`config.mk`:
```
export PLATFORM = sky130hd
export DESIGN_NAME = box_overlap_ratio_top
export DESIGN_NICKNAME = d
export VERILOG_FILES = /design/src/rtl/bor_pkg.sv /design/src/rtl/bor_front.sv /design/src/rtl/bor_div_cell.sv /design/src/rtl/box_overlap_ratio_top.sv
export SDC_FILE = /design/constraint.sdc
export NUM_CORES = 2
export LEC_CHECK = 0
export BUFFER_PORTS_ARGS = -buffer_cell sky130_fd_sc_hd__buf_2
export CORE_MARGIN = 4
export CORE_UTILIZATION = 64
export DETAILED_ROUTE_END_ITERATION = 7
export HOLD_SLACK_MARGIN = 0.15
export MAX_ROUTING_LAYER = met4
export PLACE_DENSITY = 0.84
export SLEW_MARGIN = 40
export SYNTH_ARGS = -nofsm -noshare
export SYNTH_HDL_FRONTEND = slang
export SYNTH_SLANG_ARGS = --single-unit
```
`constraint.sdc`:
```
create_clock -name aclk -period 56.9 [get_ports aclk]
set_input_delay 2.845 -clock aclk [delete_from_list [all_inputs] [get_ports aclk]]
set_output_delay 2.845 -clock aclk [all_outputs]
set_load 0.005 [all_outputs]
```
`src/rtl/bor_pkg.sv`:
```
`default_nettype none

package bor_pkg;

    // Default geometry of the block.
    localparam int COORD_BITS_DEF = 12;
    localparam int FRAC_BITS_DEF  = 16;

    // Command codes carried in the input item's tuser.
    localparam logic CMD_IOU = 1'b0;  // overlap over union area
    localparam logic CMD_IOA = 1'b1;  // overlap over area of the first box

endpackage

`default_nettype wire

```
`src/rtl/bor_front.sv`:
```
`default_nettype none

module bor_front
    import bor_pkg::*;
#(
    parameter int COORD_BITS = COORD_BITS_DEF
) (
    input  wire logic                      aclk,
    input  wire logic                      aresetn,
    input  wire logic                      adv,
    input  wire logic                      in_valid,
    input  wire logic                      in_cmd,
    input  wire logic [COORD_BITS-1:0]     a_x,
    input  wire logic [COORD_BITS-1:0]     a_y,
    input  wire logic [COORD_BITS-1:0]     a_w,
    input  wire logic [COORD_BITS-1:0]     a_h,
    input  wire logic [COORD_BITS-1:0]     b_x,
    input  wire logic [COORD_BITS-1:0]     b_y,
    input  wire logic [COORD_BITS-1:0]     b_w,
    input  wire logic [COORD_BITS-1:0]     b_h,
    output logic                           out_valid,
    output logic                           out_zero,
    output logic [2*COORD_BITS-1:0]        out_overlap,
    output logic [2*COORD_BITS:0]          out_denom
);

    localparam int C = COORD_BITS;
    localparam int A = 2 * COORD_BITS;
    localparam int D = 2 * COORD_BITS + 1;

    // Stage 1: far edges, areas and the span on each axis.
    logic [C:0]   ax1, ay1, bx1, by1;
    logic [C:0]   near_x, near_y, far_x, far_y;
    logic [C:0]   span_x_full, span_y_full;
    logic         apart;

    logic         s1_valid_reg;
    logic         s1_cmd_reg;
    logic [A-1:0] s1_area_a_reg, s1_area_b_reg;
    logic [C-1:0] s1_span_x_reg, s1_span_y_reg;

    // Stage 2: overlap product.
    logic         s2_valid_reg;
    logic         s2_cmd_reg;
    logic [A-1:0] s2_area_a_reg, s2_area_b_reg;
    logic [A-1:0] s2_overlap_reg;

    // Stage 3: denominator.
    logic [D-1:0] union_area;
    logic [D-1:0] denom_next;

    always_comb begin
        ax1 = {1'b0, a_x} + {1'b0, a_w};
        ay1 = {1'b0, a_y} + {1'b0, a_h};
        bx1 = {1'b0, b_x} + {1'b0, b_w};
        by1 = {1'b0, b_y} + {1'b0, b_h};

        apart = ({1'b0, b_x} > ax1) || ({1'b0, a_x} > bx1) ||
                ({1'b0, b_y} > ay1) || ({1'b0, a_y} > by1);

        near_x = (a_x > b_x) ? {1'b0, a_x} : {1'b0, b_x};
        near_y = (a_y > b_y) ? {1'b0, a_y} : {1'b0, b_y};
        far_x  = (ax1 < bx1) ? ax1 : bx1;
        far_y  = (ay1 < by1) ? ay1 : by1;

        // A span never exceeds the narrower box, so it fits the coordinate width.
        span_x_full = far_x - near_x;
        span_y_full = far_y - near_y;

        union_area = {1'b0, s2_area_a_reg} + {1'b0, s2_area_b_reg}
                     - {1'b0, s2_overlap_reg};

        unique case (s2_cmd_reg)
            CMD_IOU: denom_next = union_area;
            CMD_IOA: denom_next = {1'b0, s2_area_a_reg};
            default: denom_next = union_area;
        endcase
    end

    always_ff @(posedge aclk) begin
        if (!aresetn) begin
            s1_valid_reg <= 1'b0;
            s2_valid_reg <= 1'b0;
            out_valid    <= 1'b0;
        end else if (adv) begin
            s1_valid_reg <= in_valid;
            s2_valid_reg <= s1_valid_reg;
            out_valid    <= s2_valid_reg;
        end
    end

    always_ff @(posedge aclk) begin
        if (adv) begin
            s1_cmd_reg    <= in_cmd;
            s1_area_a_reg <= a_w * a_h;
            s1_area_b_reg <= b_w * b_h;
            s1_span_x_reg <= apart ? '0 : span_x_full[C-1:0];
            s1_span_y_reg <= apart ? '0 : span_y_full[C-1:0];

            s2_cmd_reg     <= s1_cmd_reg;
            s2_area_a_reg  <= s1_area_a_reg;
            s2_area_b_reg  <= s1_area_b_reg;
            s2_overlap_reg <= s1_span_x_reg * s1_span_y_reg;

            out_overlap <= s2_overlap_reg;
            out_denom   <= denom_next;
            out_zero    <= (denom_next == '0);
        end
    end

endmodule

`default_nettype wire

```
`src/rtl/bor_div_cell.sv`:
```
`default_nettype none

module bor_div_cell
    import bor_pkg::*;
#(
    parameter int COORD_BITS = COORD_BITS_DEF,
    parameter int FRAC_BITS  = FRAC_BITS_DEF
) (
    input  wire logic                      aclk,
    input  wire logic                      aresetn,
    input  wire logic                      adv,
    input  wire logic                      in_valid,
    input  wire logic                      in_zero,
    input  wire logic [2*COORD_BITS+1:0]   in_rem,
    input  wire logic [2*COORD_BITS:0]     in_denom,
    input  wire logic [2*COORD_BITS-1:0]   in_overlap,
    input  wire logic [FRAC_BITS:0]        in_q,
    output logic                           out_valid,
    output logic                           out_zero,
    output logic [2*COORD_BITS:0]          out_rem,
    output logic [2*COORD_BITS:0]          out_denom,
    output logic [2*COORD_BITS-1:0]        out_overlap,
    output logic [FRAC_BITS:0]             out_q
);

    localparam int D  = 2 * COORD_BITS + 1;
    localparam int RB = FRAC_BITS + 1;

    logic [D:0] diff;
    logic       ge;

    // One restoring step: subtract the divisor when it fits and shift in the bit.
    always_comb begin
        diff = in_rem - {1'b0, in_denom};
        ge   = (in_rem >= {1'b0, in_denom});
    end

    always_ff @(posedge aclk) begin
        if (!aresetn) begin
            out_valid <= 1'b0;
        end else if (adv) begin
            out_valid <= in_valid;
        end
    end

    always_ff @(posedge aclk) begin
        if (adv) begin
            out_zero    <= in_zero;
            out_denom   <= in_denom;
            out_overlap <= in_overlap;
            out_rem     <= ge ? diff[D-1:0] : in_rem[D-1:0];
            out_q       <= {in_q[RB-2:0], ge};
        end
    end

endmodule

`default_nettype wire

```
`src/rtl/box_overlap_ratio_top.sv`:
```
// Channel  Dir  tdata fields (low bit up)                      tuser
// s_       in   a_x, a_y, a_w, a_h, b_x, b_y, b_w, b_h           cmd
// m_       out  ratio, overlap_area, denominator                 zero_denominator
//
// One item is accepted per cycle while m_tready does not stall the output; each result
// passes the front stages for edges and areas, overlap, and denominator,
// then one divider cell per quotient bit, FRAC_BITS + 1 cells in all.
// The whole pipeline advances whenever the output register is empty or taken,
// so a stall on m_tready holds every stage and drops s_tready in the same cycle.
// Reset clears only the valid bits of the stages.

`default_nettype none

module box_overlap_ratio_top
    import bor_pkg::*;
#(
    parameter int COORD_BITS = COORD_BITS_DEF,
    parameter int FRAC_BITS  = FRAC_BITS_DEF,
    localparam int IN_W  = ((8 * COORD_BITS + 7) / 8) * 8,
    localparam int OUT_W = ((FRAC_BITS + 1 + 4 * COORD_BITS + 1 + 7) / 8) * 8
) (
    input  wire logic             aclk,
    input  wire logic             aresetn,
    input  wire logic             s_tvalid,
    output logic                  s_tready,
    // a_x, a_y, a_w, a_h, b_x, b_y, b_w, b_h
    input  wire logic [IN_W-1:0]  s_tdata,
    // cmd
    input  wire logic             s_tuser,
    output logic                  m_tvalid,
    input  wire logic             m_tready,
    // ratio, overlap_area, denominator
    output logic [OUT_W-1:0]      m_tdata,
    // zero_denominator
    output logic                  m_tuser
);

    localparam int C  = COORD_BITS;
    localparam int A  = 2 * COORD_BITS;
    localparam int D  = 2 * COORD_BITS + 1;
    localparam int RB = FRAC_BITS + 1;

    logic adv;

    logic         f_valid, f_zero;
    logic [A-1:0] f_overlap;
    logic [D-1:0] f_denom;

    logic         c_valid   [RB+1];
    logic         c_zero    [RB+1];
    logic [D-1:0] c_rem     [RB+1];
    logic [D-1:0] c_denom   [RB+1];
    logic [A-1:0] c_overlap [RB+1];
    logic [RB-1:0] c_q      [RB+1];

    logic [RB-1:0] ratio;

    assign adv      = !m_tvalid || m_tready;
    assign s_tready = adv;

    bor_front #(
        .COORD_BITS(COORD_BITS)
    ) u_front (
        .aclk       (aclk),
        .aresetn    (aresetn),
        .adv        (adv),
        .in_valid   (s_tvalid),
        .in_cmd     (s_tuser),
        .a_x        (s_tdata[0*C +: C]),
        .a_y        (s_tdata[1*C +: C]),
        .a_w        (s_tdata[2*C +: C]),
        .a_h        (s_tdata[3*C +: C]),
        .b_x        (s_tdata[4*C +: C]),
        .b_y        (s_tdata[5*C +: C]),
        .b_w        (s_tdata[6*C +: C]),
        .b_h        (s_tdata[7*C +: C]),
        .out_valid  (f_valid),
        .out_zero   (f_zero),
        .out_overlap(f_overlap),
        .out_denom  (f_denom)
    );

    // The overlap never exceeds the denominator, so the first cell starts from the
    // overlap itself and the quotient fits FRAC_BITS + 1 bits.
    assign c_valid[0]   = f_valid;
    assign c_zero[0]    = f_zero;
    assign c_rem[0]     = {1'b0, f_overlap};
    assign c_denom[0]   = f_denom;
    assign c_overlap[0] = f_overlap;
    assign c_q[0]       = '0;

    for (genvar k = 0; k < RB; k++) begin : g_cell
        logic [D:0] rem_in;

        if (k == 0) begin : g_first
            assign rem_in = {1'b0, c_rem[k]};
        end else begin : g_next
            assign rem_in = {c_rem[k], 1'b0};
        end

        bor_div_cell #(
            .COORD_BITS(COORD_BITS),
            .FRAC_BITS (FRAC_BITS)
        ) u_cell (
            .aclk       (aclk),
            .aresetn    (aresetn),
            .adv        (adv),
            .in_valid   (c_valid[k]),
            .in_zero    (c_zero[k]),
            .in_rem     (rem_in),
            .in_denom   (c_denom[k]),
            .in_overlap (c_overlap[k]),
            .in_q       (c_q[k]),
            .out_valid  (c_valid[k+1]),
            .out_zero   (c_zero[k+1]),
            .out_rem    (c_rem[k+1]),
            .out_denom  (c_denom[k+1]),
            .out_overlap(c_overlap[k+1]),
            .out_q      (c_q[k+1])
        );
    end

    // A zero divisor lets every step succeed; the flag forces the ratio back to zero.
    assign ratio    = c_zero[RB] ? '0 : c_q[RB];
    assign m_tvalid = c_valid[RB];
    assign m_tuser  = c_zero[RB];
    assign m_tdata  = OUT_W'({c_denom[RB], c_overlap[RB], ratio});

`ifndef SYNTHESIS
    a_zero_flag: assert property (@(posedge aclk) disable iff (!aresetn)
        m_tvalid && m_tuser |-> (c_denom[RB] == '0) && (c_overlap[RB] == '0))
        else $error("zero flag with nonzero denominator or overlap");

    a_ratio_range: assert property (@(posedge aclk) disable iff (!aresetn)
        m_tvalid |-> (c_q[RB] <= (RB)'(1) << FRAC_BITS) || m_tuser)
        else $error("ratio above one");

    a_overlap_le_denom: assert property (@(posedge aclk) disable iff (!aresetn)
        m_tvalid |-> ({1'b0, c_overlap[RB]} <= c_denom[RB]))
        else $error("overlap larger than denominator");

    a_full_ratio: assert property (@(posedge aclk) disable iff (!aresetn)
        m_tvalid && !m_tuser && ({1'b0, c_overlap[RB]} == c_denom[RB])
        |-> (ratio == (RB)'(1) << FRAC_BITS))
        else $error("equal overlap and denominator must give ratio one");
`endif

endmodule

`default_nettype wire

```
# [Word-level counts from Yosys, hierarchy flattened]
# Index checks and enable logic that the tools add are counted.
[word_totals] regBits=1619 in_bits=101 out_inout_bits=75
[classes] add_sub_neg=24 mul=3 n_lt_le_gt_ge=25 mux=22 bitwise_logic=1 reduce_logical=6
[op_table] operator="greater-or-equal comparator 26 x 25 -> 1 bit" count=16
[op_table] operator="two-way mux 25 bit" count=15
[op_table] operator="subtractor 25 bit" count=15
[op_table] operator="multiplier 12 x 12 -> 24 bit" count=3
[op_table] operator="adder 12 x 12 -> 13 bit" count=4
[op_table] operator="> comparator 12 x 13 -> 1 bit" count=4
[op_table] operator="one-hot mux 25 bit (2 select lines)" count=1
[op_table] operator="two-way mux 12 bit" count=4
[op_table] operator="less-than comparator 13 bit" count=2
[op_table] operator="adder 24 x 24 -> 25 bit" count=1
[op_table] operator="greater-or-equal comparator 24 x 25 -> 1 bit" count=1
[op_table] operator="zero test 25 bit" count=1
[op_table] operator="subtractor 24 x 25 -> 25 bit" count=1
[op_table] operator="subtractor 25 x 24 -> 25 bit" count=1
[op_table] operator="> comparator 12 bit" count=2
[op_table] operator="two-way mux 24 bit" count=1
[op_table] operator="subtractor 12 bit" count=2
[op_table] operator="two-way mux 17 bit" count=1
[op_table] operator="logical OR 1 bit" count=4
[op_table] operator="zero test 1 bit" count=1
[op_table] operator="NOT 1 bit" count=1

# [Logic depth before layout (Yosys ltp)]
[logic_depth] depth_word=5 depth_mapped=31 mapped_depth_nobuf=30

# [Cells and area by module]
# A second synthesis with hierarchy kept.
[unflattened] cells_unflattened=8799 hier_area_um2=107255.4
[by_module_without_submodules] module="bor_div_cell (g_cell[0].u_cell ...)" instances=15 cells_each=338 area_each_um2=4663.2 seq_area_each_um2=2782.7
[by_module_without_submodules] module="bor_front" instances=1 cells_each=2996 area_each_um2=28001.9 seq_area_each_um2=5945.7
[by_module_without_submodules] module="bor_div_cell (g_cell[16].u_cell)" instances=1 cells_each=345 area_each_um2=4609.4 seq_area_each_um2=2782.7
[by_module_without_submodules] module="bor_div_cell (g_cell[1].u_cell)" instances=1 cells_each=362 area_each_um2=4505.6 seq_area_each_um2=2782.7
[by_module_without_submodules] module="box_overlap_ratio_top" instances=1 cells_each=26 area_each_um2=190.2 seq_area_each_um2=0.0

# [Least setup slack after synthesis]
# Ideal clock, no wire load.
[synth_path] kind="input-to-output" start="input m_tready" end="output s_tready" t_arrival_ps=46319 setup_slack_ps=7736 path_stages=3 n_path_buf=1 cell_sequence="nor2b_1 > inv_1 > clkbuf_1"
[synth_via] elab_chain_len=1
[synth_lines] element="start, declared" line_no="box_overlap_ratio_top.sv:31" text="input wire logic m_tready,"
[synth_lines] element="logical OR 1 bit" line_no="box_overlap_ratio_top.sv:58" text="assign adv = !m_tvalid || m_tready;"
[synth_lines] element="end, declared" line_no="box_overlap_ratio_top.sv:25" text="output logic s_tready,"
# Every way passes these cells.

# [Final worst setup path]
[layout_path] start="input s_tdata[85]" end="register u_front.s1_span_y_reg[11], data pin"
[layout_via] elab_chain_len=4 word_cells_on_any_way=6 cone_classes="add/sub (2); order compare (2); mux (1); reduce/logical (1)"
[layout_lines] element="start, declared" line_no="box_overlap_ratio_top.sv:27" text="input wire logic [IN_W-1:0] s_tdata,"
[layout_lines] element="adder 12 x 12 -> 13 bit *" line_no="bor_front.sv:56" text="by1 = {1'b0, b_y} + {1'b0, b_h};"
[layout_lines] element="less-than comparator 13 bit" line_no="bor_front.sv:64" text="far_y = (ay1 < by1) ? ay1 : by1;"
[layout_lines] element="two-way mux 12 bit" line_no="bor_front.sv:64"
[layout_lines] element="subtractor 12 bit" line_no="bor_front.sv:68" text="span_y_full = far_y - near_y;"
[layout_lines] element="end signal, assigned" line_no="bor_front.sv:98" text="s1_span_y_reg <= apart ? '0 : span_y_full[C-1:0];"
[layout_lines] element="end, declared" line_no="bor_front.sv:40" text="logic [C-1:0] s1_span_x_reg, s1_span_y_reg;"
# Every way passes the cells marked *; elsewhere a longest branch is shown, timed or not.
# A chain may end at the register's enable or synchronous reset.

==> results.md <==
* Fin. Hold Viols at 0
* Max Cap Violations at 0
* Critical Path Max Stage Delay at 440 ps
* Relative slew slack at 0.4367
* Worst-Margin Slew at 834.1 ps
* Max Slew Vio Count at 0
* I/O Buffers at 169
* CP Data Required Time at 57,430 ps
* Worst Setup End Kind: flip-flop
* Non-filler instance count after layout at 10,260
* Clk buf depth at 3
* Synth Register Bits at 1,619
* Maximum achievable frequency at 0.1119 GHz
* Synth unique cells at 90
* Crit path DAT at 9470 ps
* DRC violation count after routing at 0
* YS warnings at 0
* CTS Buf Count at 158
* Grt total ovfl at 0
* Setup Buffers After CTS at 0
* Commonest cells in the netlist: edfxtp_1, inv_1, ha_1
* H-tree depth at 4
* CTS tree: built
* Setup TNS at 0 ps
* Final nets at 9,428
* Ys async rst share at 0
* CP max stage cell: or4_1
* Count of flip-flops with a built-in enable after synthesis at 1,599
* Largest register FFs at 425
* I/O pin cnt at 176
* Number of hold buffers added after cts at 0
* Top cells by area, synth: edfxtp_1, ha_1, fa_1, inv_1, xnor2_1
* DRT antenna net count at 0
* Synth top area share at 0.5056
* Largest regs: g_cell.u_cell.out_denom: 425 flops, g_cell.u_cell.out_overlap: 408 flops, g_cell.u_cell.out_rem: 400 flops
* Type of the worst min-delay path: reg -> reg
* Die area at 154,600 sq um
* Via count at 59,980
* Final GP Congestion at 0.9224
* WL final at 212,500 microns
* Largest net degree at the start of global routing at 120
* Setup Viol. Count Final at 0
* Clock root cell: clkbuf_16
* Synth area leader: edfxtp_1
* Place WS at 47,230 ps
* First-pass iteration count of the detailed router at 6
* Share of layout cells above drive strength 1 at 0.08560
* Post-Syn Instances at 8,018
* First-pass GRT wire length at 331,500 microns
* Initial antenna violation count at 7
* Initial detailed-routing violation count at 4,917
* RSZ-0062 raised after global routing: no
* Placed instance count at 9,959
* Largest Register: g_cell.u_cell.out_denom
* Die Span X at 393.2 microns
* Latest clock arrival within the worst-skew pair at 810 ps
* FP Rows at 141
* Max FO, Critical Path at 14
* Die Y at 393.2 microns
* WL/cell at 20.72 microns
* WS Path Type: in -> reg
* Critical Path Source Type: input port
* # fillers at 10,160
* Register area share after synthesis at 0.5098
* Initial Utilization at 0.6431
* Syn Area/Cell at 11.84 sq um
* CORE AREA at 147,700 sq um
* Number of global-route vias before repair at 59,670
* Period utilization at 0.1571
* Top-count cell post-synth: edfxtp_1
* Synth Cell Area at 94,970 sq um
* Layout Skew at 35.49 ps
* Final min period at 8940 ps
* Sink Count at 1,619
* Final Worst Setup Slack at 47,960 ps
* Final HPWL DP at 159,800 microns
* Vias per Instance at 5.848
* Post-CTS sizing at 0
* Crit path top cell by count: a21oi_1
* Status: completed
* Total track usage at 0.2851
* Reg clk slew, reported paths at 60 ps
* Top FF cell, synth: edfxtp_1
* Area grow syn2layout at 8.509%
-- layer usage --
layer,global-route usage,part of all wire,vias up
li1,-,-,28410
met1,0.3796,0.43,29020
met2,0.4561,0.47,2110
met3,0.04118,0.064,441
met4,0.09543,0.035,0
met5,-,0,-
-- worst max-delay path: cells and delay by family --
| family | cells | cell delay (ps) |
|---|---|---|
| xor gates and xnor gates | 3 | 660 |
| and+or+nand+nor | 4 | 710 |
| muxes | 1 | 390 |
| AOI/OAI and AO/OA | 14 | 2760 |
| adders and majority gates | 5 | 1520 |
| buffers and inverters | 2 | 560 |
-- area by class of cell --
type / count / area (sq um) / share of cell area
Clock inverter: 105 / 1152 / 0.01118
Tap cell: 1930 / 2415 / 0.02343
Sequential cell: 1619 / 48420 / 0.4698
Timing Repair Buffer: 205 / 1287 / 0.01249
Multi-Input combinational cell: 5056 / 41340 / 0.4012
Antenna cell: 8 / 20.02 / 0.0001943
Inverter: 1149 / 4320 / 0.04193
Clock buffer: 184 / 4094 / 0.03973
-- per-stage QoR --
| step | cell area (sq um) | util | hold WS [ps] |
|---|---|---|---|
| after floorplan | 94990 | - | 400.3 |
| after global placement | 97590 | 0.6609 | 400.5 |
| after detailed placement | 97750 | 0.6620 | 404.5 |
| after CTS | 103000 | 0.6975 | 406.1 |
| after global routing | 103000 | 0.6978 | 413.2 |
| final | 103000 | 0.6979 | 411.3 |
-- final timing paths --
check / from / end / slack (ps) / cells past startpoint
hold reg to reg: g_cell[13].u_cell.out_overlap[4] / g_cell[14].u_cell.out_overlap[4] / 410 / 0
hold / removal: g_cell[13].u_cell.out_overlap[4] / g_cell[14].u_cell.out_overlap[4] / 410 / 0
setup / recovery: s_tdata[85] / u_front.s1_span_y_reg[11] / 47960 / 29
setup reg to reg: u_front.s1_span_y_reg[6] / u_front.s2_overlap_reg[19] / 51030 / 20
-- placed cells by master (no fill, tap or decap), types with 25 or more instances in the layout --
cell type and instances:
a211oi_1 39, a21boi_0 40, a21o_1 213, a21oi_1 434, a31oi_1 29, and2_1 182, and3_1 43, buf_2 169
clkbuf_16 160, clkinv_1 26, clkinv_2 26, edfxtp_1 1599, fa_1 346, ha_1 792, inv_1 1147, mux2_2 213
mux2i_1 66, nand2_1 629, nand2b_1 82, nand3_1 73, nand4_1 60, nor2_1 342, nor2b_1 106, nor3_1 85
o21a_1 72, o21ai_0 360, o21bai_1 49, o31ai_1 28, or3_1 25, xnor2_1 281, xor2_1 155
-- logic make-up (layout without fill, tap and decap cells) --
| family | Yosys count | in the layout | synth area share |
|---|---|---|---|
| adder cells (fa/ha/maj) | 1145 | 1145 | 0.1780 |
| buffers and inverters | 1348 | 1643 | 0.05568 |
| multiplexers | 280 | 280 | 0.03237 |
| AND/OR/NAND/NOR | 1740 | 1740 | 0.08819 |
| flip-flops | 1619 | 1619 | 0.5098 |
| XOR/XNOR | 437 | 437 | 0.04045 |
| other | 1 | 14 | 0.00003949 |
| AO/OA/AOI/OAI | 1448 | 1448 | 0.09544 |
Power is not shown: default switching activity piles up to over one toggle a cycle in this logic, so the estimate is an artifact.
